$ cat config.mk
export PLATFORM = sky130hd
export DESIGN_NAME = indexed_list_insert_remove_unit_flat
export DESIGN_NICKNAME = d
export VERILOG_FILES = /design/src/rtl/ilir_pkg.sv /design/src/rtl/ilir_if.sv /design/src/rtl/indexed_list_insert_remove_unit.sv /design/src/rtl/ilir_cell.sv /design/src/flat_wrapper.sv
export SDC_FILE = /design/constraint.sdc
export NUM_CORES = 1
export LEC_CHECK = 0
export ABC_AREA = 1
export BUFFER_PORTS_ARGS = -buffer_cell sky130_fd_sc_hd__buf_2
export CAP_MARGIN = 20
export CORE_AREA = 2 2 527 267
export CTS_CLUSTER_SIZE = 10
export DETAILED_ROUTE_END_ITERATION = 8
export DIE_AREA = 0 0 529 269
export SYNTH_ARGS = -nofsm -noshare
export SYNTH_HDL_FRONTEND = slang
export SYNTH_SLANG_ARGS = --single-unit
$ cat constraint.sdc
create_clock -name i_clk -period 9.7 [get_ports i_clk]
set_clock_uncertainty 0.15 [all_clocks]
set_input_delay 0.485 -clock i_clk [delete_from_list [all_inputs] [get_ports i_clk]]
set_output_delay 0.485 -clock i_clk [all_outputs]
set_load 0.03 [all_outputs]
$ cat src/rtl/ilir_pkg.sv
// Package for the indexed list insert/remove unit: sizes, codes and cell command type.
package ilir_pkg;

    localparam int CAPACITY   = 16;
    localparam int DATA_WIDTH = 32;

    // Fixed field widths of the item and result channels
    localparam int OP_W     = 2;
    localparam int POS_W    = 5;
    localparam int VALUE_W  = 32;
    localparam int STATUS_W = 2;
    localparam int LEN_W    = 5;

    // Derived widths
    localparam int CNT_W = $clog2(CAPACITY + 1);
    localparam int IDX_W = (CAPACITY > 1) ? $clog2(CAPACITY) : 1;
    localparam int CMP_W = (CNT_W > POS_W) ? CNT_W : POS_W;

    // Operation codes
    localparam logic [OP_W-1:0] OP_APPEND = 2'd0;
    localparam logic [OP_W-1:0] OP_INSERT = 2'd1;
    localparam logic [OP_W-1:0] OP_REMOVE = 2'd2;

    // Status codes
    localparam logic [STATUS_W-1:0] ST_OK    = 2'd0;
    localparam logic [STATUS_W-1:0] ST_RANGE = 2'd1;
    localparam logic [STATUS_W-1:0] ST_FULL  = 2'd2;

    // Command broadcast to every cell of the chain
    typedef struct packed {
        logic                  ins;
        logic                  rem;
        logic [IDX_W-1:0]      pos;
        logic [DATA_WIDTH-1:0] value;
    } t_cell_cmd;

endpackage

$ cat src/rtl/ilir_if.sv
// Handshake interfaces for the operation and result channels.
interface ilir_in_if;
    import ilir_pkg::*;

    logic               valid;
    logic               ready;
    logic [OP_W-1:0]    op;
    logic [POS_W-1:0]   position;
    logic [VALUE_W-1:0] value;

    modport source (output valid, output op, output position, output value, input ready);
    modport sink   (input valid, input op, input position, input value, output ready);
endinterface

interface ilir_out_if;
    import ilir_pkg::*;

    logic                valid;
    logic                ready;
    logic [STATUS_W-1:0] status;
    logic [VALUE_W-1:0]  removed_value;
    logic [LEN_W-1:0]    length;

    modport source (output valid, output status, output removed_value, output length,
                    input ready);
    modport sink   (input valid, input status, input removed_value, input length,
                    output ready);
endinterface

$ cat src/rtl/indexed_list_insert_remove_unit.sv
// Indexed list insert/remove unit: top level with count control and the chain of cells.
// The result of an accepted operation is registered in the output register in the cycle after it is accepted.
// Throughput: one operation per cycle while results are taken; every cell shifts at once.
// A waiting result holds off the next operation until it is transferred.
// Reset (synchronous, active low) empties the list and clears the output valid;
// element storage is not cleared, positions at or above the length are never read.
module indexed_list_insert_remove_unit (
    input  logic i_clk,
    input  logic i_rst_n,
    ilir_in_if.sink    i_in,
    ilir_out_if.source o_out
);
    import ilir_pkg::*;

    logic [CNT_W-1:0]      r_count;
    logic [CNT_W-1:0]      n_count;
    logic                  r_out_valid;
    logic [STATUS_W-1:0]   r_status;
    logic [STATUS_W-1:0]   n_status;
    logic [VALUE_W-1:0]    r_removed;
    logic [VALUE_W-1:0]    n_removed;

    logic                  w_accept;
    logic                  w_do;
    logic [CMP_W-1:0]      w_pos_x;
    logic [CMP_W-1:0]      w_cnt_x;
    logic                  w_full;
    t_cell_cmd             w_cmd;
    logic [DATA_WIDTH-1:0] w_data     [CAPACITY];
    logic [DATA_WIDTH-1:0] w_sel_data [CAPACITY];
    logic [DATA_WIDTH-1:0] w_taken;

    // Handshake: take a new operation when the output register is free or draining
    assign i_in.ready = !r_out_valid || o_out.ready;
    assign w_accept   = i_in.valid && i_in.ready;

    assign w_pos_x = CMP_W'(i_in.position);
    assign w_cnt_x = CMP_W'(r_count);
    assign w_full  = (r_count >= CNT_W'(CAPACITY));

    // Operation decode, status and new count
    always_comb begin
        w_cmd.ins   = 1'b0;
        w_cmd.rem   = 1'b0;
        w_cmd.pos   = IDX_W'(i_in.position);
        w_cmd.value = DATA_WIDTH'(i_in.value);
        n_status    = ST_OK;
        n_count     = r_count;
        case (i_in.op)
            OP_APPEND: begin
                if (w_full) begin
                    n_status = ST_FULL;
                end else begin
                    w_cmd.ins = 1'b1;
                    w_cmd.pos = IDX_W'(r_count);
                    n_count   = r_count + 1'b1;
                end
            end
            OP_INSERT: begin
                if (w_pos_x > w_cnt_x) begin
                    n_status = ST_RANGE;
                end else if (w_full) begin
                    n_status = ST_FULL;
                end else begin
                    w_cmd.ins = 1'b1;
                    n_count   = r_count + 1'b1;
                end
            end
            OP_REMOVE: begin
                if (w_pos_x >= w_cnt_x) begin
                    n_status = ST_RANGE;
                end else begin
                    w_cmd.rem = 1'b1;
                    n_count   = r_count - 1'b1;
                end
            end
            default: begin
                n_status = ST_OK;
            end
        endcase
    end

    assign w_do = w_accept;

    // Chain of cells
    for (genvar g = 0; g < CAPACITY; g++) begin : g_cell
        logic [DATA_WIDTH-1:0] w_left;
        logic [DATA_WIDTH-1:0] w_right;

        if (g == 0) begin : g_first
            assign w_left = w_data[g];
        end else begin : g_mid_l
            assign w_left = w_data[g-1];
        end

        if (g == CAPACITY - 1) begin : g_last
            assign w_right = w_data[g];
        end else begin : g_mid_r
            assign w_right = w_data[g+1];
        end

        ilir_cell u_cell (
            .i_clk      (i_clk),
            .i_index    (IDX_W'(g)),
            .i_en       (w_do),
            .i_cmd      (w_cmd),
            .i_left     (w_left),
            .i_right    (w_right),
            .o_data     (w_data[g]),
            .o_sel_data (w_sel_data[g])
        );
    end

    // Removed value: OR of the one selected cell
    always_comb begin
        w_taken = '0;
        for (int k = 0; k < CAPACITY; k++) begin
            w_taken = w_taken | w_sel_data[k];
        end
        n_removed = w_cmd.rem ? VALUE_W'(w_taken) : '0;
    end

    // Count and output valid
    always_ff @(posedge i_clk) begin
        if (!i_rst_n) begin
            r_count     <= '0;
            r_out_valid <= 1'b0;
        end else begin
            if (w_accept) begin
                r_count     <= n_count;
                r_out_valid <= 1'b1;
            end else if (o_out.ready) begin
                r_out_valid <= 1'b0;
            end
        end
    end

    // Result payload
    always_ff @(posedge i_clk) begin
        if (w_accept) begin
            r_status  <= n_status;
            r_removed <= n_removed;
        end
    end

    assign o_out.valid         = r_out_valid;
    assign o_out.status        = r_status;
    assign o_out.removed_value = r_removed;
    assign o_out.length        = LEN_W'(r_count);

endmodule

$ cat src/rtl/ilir_cell.sv
// One storage cell of the list chain: holds one element and shifts with its neighbours.
module ilir_cell (
    input  logic                           i_clk,
    input  logic [ilir_pkg::IDX_W-1:0]      i_index,
    input  logic                           i_en,
    input  ilir_pkg::t_cell_cmd            i_cmd,
    input  logic [ilir_pkg::DATA_WIDTH-1:0] i_left,
    input  logic [ilir_pkg::DATA_WIDTH-1:0] i_right,
    output logic [ilir_pkg::DATA_WIDTH-1:0] o_data,
    output logic [ilir_pkg::DATA_WIDTH-1:0] o_sel_data
);
    import ilir_pkg::*;

    logic [DATA_WIDTH-1:0] r_data;
    logic [DATA_WIDTH-1:0] n_data;

    // Insert: load at the position, take from the left above it.
    // Remove: take from the right at and above the position.
    always_comb begin
        n_data = r_data;
        if (i_en && i_cmd.ins) begin
            if (i_index == i_cmd.pos) begin
                n_data = i_cmd.value;
            end else if (i_index > i_cmd.pos) begin
                n_data = i_left;
            end
        end else if (i_en && i_cmd.rem) begin
            if (i_index >= i_cmd.pos) begin
                n_data = i_right;
            end
        end
    end

    always_ff @(posedge i_clk) begin
        r_data <= n_data;
    end

    assign o_data     = r_data;
    // Contribution to the removed-value OR tree
    assign o_sel_data = (i_index == i_cmd.pos) ? r_data : '0;

endmodule
$ cat src/flat_wrapper.sv
// flat-port wrapper written by rule: the top's interface ports become plain ports
module indexed_list_insert_remove_unit_flat import ilir_pkg::*;
  (i_clk, i_rst_n, i_in_valid, i_in_op, i_in_position, i_in_value, i_in_ready, o_out_valid, o_out_status, o_out_removed_value, o_out_length, o_out_ready);
  ilir_in_if i_in_i ();
  ilir_out_if o_out_i ();
  input  logic i_clk;
  input  logic i_rst_n;
  input wire logic [$bits(i_in_i.valid)-1:0] i_in_valid;
  input wire logic [$bits(i_in_i.op)-1:0] i_in_op;
  input wire logic [$bits(i_in_i.position)-1:0] i_in_position;
  input wire logic [$bits(i_in_i.value)-1:0] i_in_value;
  output wire logic [$bits(i_in_i.ready)-1:0] i_in_ready;
  output wire logic [$bits(o_out_i.valid)-1:0] o_out_valid;
  output wire logic [$bits(o_out_i.status)-1:0] o_out_status;
  output wire logic [$bits(o_out_i.removed_value)-1:0] o_out_removed_value;
  output wire logic [$bits(o_out_i.length)-1:0] o_out_length;
  input wire logic [$bits(o_out_i.ready)-1:0] o_out_ready;
  assign i_in_i.valid = i_in_valid;
  assign i_in_i.op = i_in_op;
  assign i_in_i.position = i_in_position;
  assign i_in_i.value = i_in_value;
  assign i_in_ready = i_in_i.ready;
  assign o_out_valid = o_out_i.valid;
  assign o_out_status = o_out_i.status;
  assign o_out_removed_value = o_out_i.removed_value;
  assign o_out_length = o_out_i.length;
  assign o_out_i.ready = o_out_ready;
  indexed_list_insert_remove_unit u_core (.i_clk(i_clk), .i_rst_n(i_rst_n), .i_in(i_in_i), .o_out(o_out_i));
endmodule
==> results.py <==
metrics = {
    "outcome": {
        "status": "completed",
    },
    "floorplanning": {
        "design.core.area_um2": 138000,
        "std_cell_rows": 97,
        "die_x_um": 529,
        "dieArea_um2": 142000,
        "fp.dieH_um": 269,
        "start_util_pct": 22.8,
        "io_pins": 84,
    },
    "synthesis": {
        "synth_top_area_share_pct": 52.1,
        "synth.net_count": 4059,
        "syn_area_per_cell_um2": 7.86,
        "synth_top_cell_by_area": "edfxtp_1",
        "synth_edf_count": 546,
        "yosysWarningCount": 0,
        "seq_area_frac_synth_pct": 52.4,
        "ys_ff_latch": 552,
        "yosysUniqueCellTypes": 29,
        "ys.flop_type": "edfxtp_1",
        "synth_common_cells": "nand2_1, a21oi_1, nor2_1",
        "ys_top_cells_by_area": "edfxtp_1, nand2_1, a21oi_1",
        "synth_area_um2": 31500,
        "netlist_instances": 4007,
        "async_flop_share_pct": 0,
        "synth.most_common_cell": "nand2_1",
    },
    "route": {
        "dr.pass1.iters": 6,
        "wl_per_cell_um": 23.4,
        "totalWireLength_um": 135000,
        "drc": 0,
        "dr.first_iter.drc_count": 5815,
        "ant_nets": 0,
        "via_per_inst": 5.28,
        "vias": 30400,
    },
    "setup_path": {
        "slowest_delay_ns": 0.69,
        "critPathKind": "reg -> reg",
        "arrival_ns": 4.59,
        "r2r_cells": 15,
        "crit_fanout": 33,
        "end_kind": "flip-flop",
        "r2r_start": "u_core.o_out.length[4]$_SDFFE_PN0P_",
        "required_ns": 9.84,
        "cp-start-kind": "flip-flop",
        "reg2reg_slack_ns": 5.25,
        "path_cells": "inv_2, ha_1, nand2_1, nor2_1, nand2_1, nand2_1, o21ai_0, nand2_1, nand2_1, buf_4, nor2_4, buf_4, nand2_1, nor2_4, buf_4",
        "timing.rr.end": "u_core.g_cell[0].u_cell.o_data[25]$_DFFE_PP_",
        "cpMaxStageDelayCell": "buf_4",
        "crit_top_cell": "nand2_1",
    },
    "cells_and_area": {
        "drive_above_1_share_pct": 7.28,
        "area_growth_pct": 11.8,
        "n_fill_cell": 15000,
        "layout.cells.non_filler": 5761,
        "fin_area_um2": 35200,
        "nNetsFinal": 3964,
    },
    "pwr": {
        "power.net_switching_uw": 1890,
        "p_int_uw": 4140,
        "swShare_pct": 31.3,
        "power_density_nw_per_um2": 171,
        "pwr-share-comb_pct": 16.3,
        "leakagePower_uw": 0.0127,
        "seq_power_share_pct": 47.9,
        "finalPower_uw": 6030,
        "ir_drop_mv": 0.148,
        "clockPowerShare_pct": 35.8,
    },
    "worst_hold_path": {
        "hold_class": "in -> reg",
        "hold_depth": 2,
        "min-delay-start": "i_in_op[1]",
        "hold_end": "u_core.o_out.status[1]$_DFFE_PP_",
    },
    "sta": {
        "setup_viol": 0,
        "max_freq_ghz": 0.225,
        "fin_crit_sh_pct": 45.8,
        "hold_violations": 0,
        "setup_tns_ns": 0,
        "worst_pin_slew_ns": 1.16,
        "min_period_ns": 4.45,
        "rsz0062_at_grt": "false",
        "relSlewSlack_pct": 22.7,
        "slew_violations": 0,
    },
    "clocking": {
        "cts_tree": "done",
        "path_clk_slew_ns": 0.06,
        "clk_path_buf_depth": 3,
        "cts-root-buf": "clkbuf_16",
        "cts_resized": 0,
        "numClockSinks": 552,
        "numCtsBuffers": 61,
        "htree_num_levels": 2,
        "ctsHoldBuffers": 2,
        "clkLatencyLatePin_ns": 0.67,
        "postCtsSetupBuffers": 0,
    },
    "global_route": {
        "antenna_found_initial": 12,
        "grt_pass1_wl_um": 192000,
        "grt_max_degree": 191,
        "grt_pass1_vias": 27200,
        "grtUsageTotal_pct": 18.3,
        "gr-total-overflow": 0,
    },
    "place": {
        "portBuffers": 83,
        "gp_congestion": 0.861,
        "dp.cells": 5676,
        "dp_hpwl_um": 75500,
        "place_area_um2": 33500,
    },
    "job": {
        "drv_cap": 0,
    },
}
-- cell usage in the layout, fill, tap and decap left out, types with 2 or more instances in the layout --
master and count:
buf_12 4, a21oi_4 6, o21ai_0 114, clkbuf_16 61, ha_1 8, nand2_1 1163
buf_4 62, nor2_1 644, nor2_2 3, inv_1 50, nor2_4 27, dfxtp_1 6
nand3_1 226, clkinv_8 2, a21oi_1 840, nand2_4 2, or2_2 2, edfxtp_1 546
dlygate4sd3_1 2, inv_2 16, nand2_2 11, diode_2 2, clkbuf_1 13, buf_2 83
clkinv_2 2, xor2_1 2, o21ai_1 21
-- kinds of logic (layout without fill, tap and decap cells) --
| family | after synthesis | count (layout) | share of synthesized area (%) |
|---|---|---|---|
| compound gates | 984 | 984 | 15.7 |
| fa+ha+maj | 9 | 9 | 0.381 |
| other cells | 0 | 2 | 0 |
| xor+xnor | 3 | 3 | 0.0834 |
| simple gates | 2080 | 2080 | 25.9 |
| buf+inv | 379 | 300 | 5.51 |
| flops | 552 | 552 | 52.4 |
-- routing by layer --
metal / wire length, µm / global-route usage (%) / vias to the layer above / part of all wire, %
met1: 58200 / 27.8 / 14300 / 43
met3: 23800 / 7.03 / 202 / 18
li1: - / - / 13300 / -
met2: 49700 / 23.6 / 2580 / 37
met4: 2850 / 3.99 / 6 / 2.1
met5: 36 / 0 / - / 0.027
-- stage by stage --
stage                     util [%]  setup WS, ns  hold WS (ns)
after floorplan                  -          4.14         0.375
after global placement        24.2          5.33         0.366
after detailed placement      24.2          5.37         0.388
after CTS                     25.4          5.39        0.0360
after global routing          25.5          5.03        0.0585
final                         25.5          5.25        0.0709
-- power by group through the flow --
stage / clock network, µW / registers (µW) / logic [µW]
6_report: 2160 / 2890 / 986
5_1_grt: 2260 / 2900 / 1050
4_1_cts: 2170 / 2880 / 945
3_5_place_dp: 0 / 2930 / 942
3_3_place_gp: 0 / 2930 / 928
2_1_floorplan: 0 / 2930 / 552
-- flip-flops by register name, summed over array words and instances, names as in the netlist --
register / cells
u_core.g_cell.u_cell.o_data: 512
u_core.o_out.status: 2
u_core.o_out.length: 5
u_core.o_out.removed_value: 32
u_core.o_out.valid: 1
-- final cells by class --
cell class	instances	area, µm²	share of cell area (%)
clock buffer	74	1580	4.47
timing repair buffer	153	1020	2.91
inverter	68	264	0.750
clock inverter	5	50.0	0.142
sequential	552	16500	46.9
tap	1831	2290	6.50
antenna	2	5.00	0.0142
multi-input combinational	3076	13500	38.3
-- worst max-delay path, delay by kind of cell (launching register included) --
kind | cells | cell delay, ns
adder cells (fa/ha/maj) | 1 | 0.35
AND/OR/NAND/NOR | 9 | 1.41
flip-flops | 1 | 0.39
AO/OA/AOI/OAI | 1 | 0.08
buffers and inverters | 4 | 1.64
-- worst max-delay path by stage --
stage | startpoint | end | slack, ns | cells past startpoint
global route | u_core.o_out.length[4]$_SDFFE_PN0P_ | u_core.g_cell[0].u_cell.o_data[25]$_DFFE_PP_ | 5.03 | 15
detailed placement | i_in_position[4] | u_core.g_cell[0].u_cell.o_data[24]$_DFFE_PP_ | 5.37 | 15
CTS | u_core.o_out.length[4]$_SDFFE_PN0P_ | u_core.g_cell[0].u_cell.o_data[25]$_DFFE_PP_ | 5.39 | 15
global placement | i_in_position[2] | u_core.g_cell[0].u_cell.o_data[17]$_DFFE_PP_ | 5.33 | 15
finish | u_core.o_out.length[4]$_SDFFE_PN0P_ | u_core.g_cell[0].u_cell.o_data[25]$_DFFE_PP_ | 5.25 | 15
floorplan | u_core.o_out.length[4]$_SDFFE_PN0P_ | u_core.g_cell[6].u_cell.o_data[0]$_DFFE_PP_ | 4.14 | 13
No activity file was read; power rests on OpenSTA's default activity.
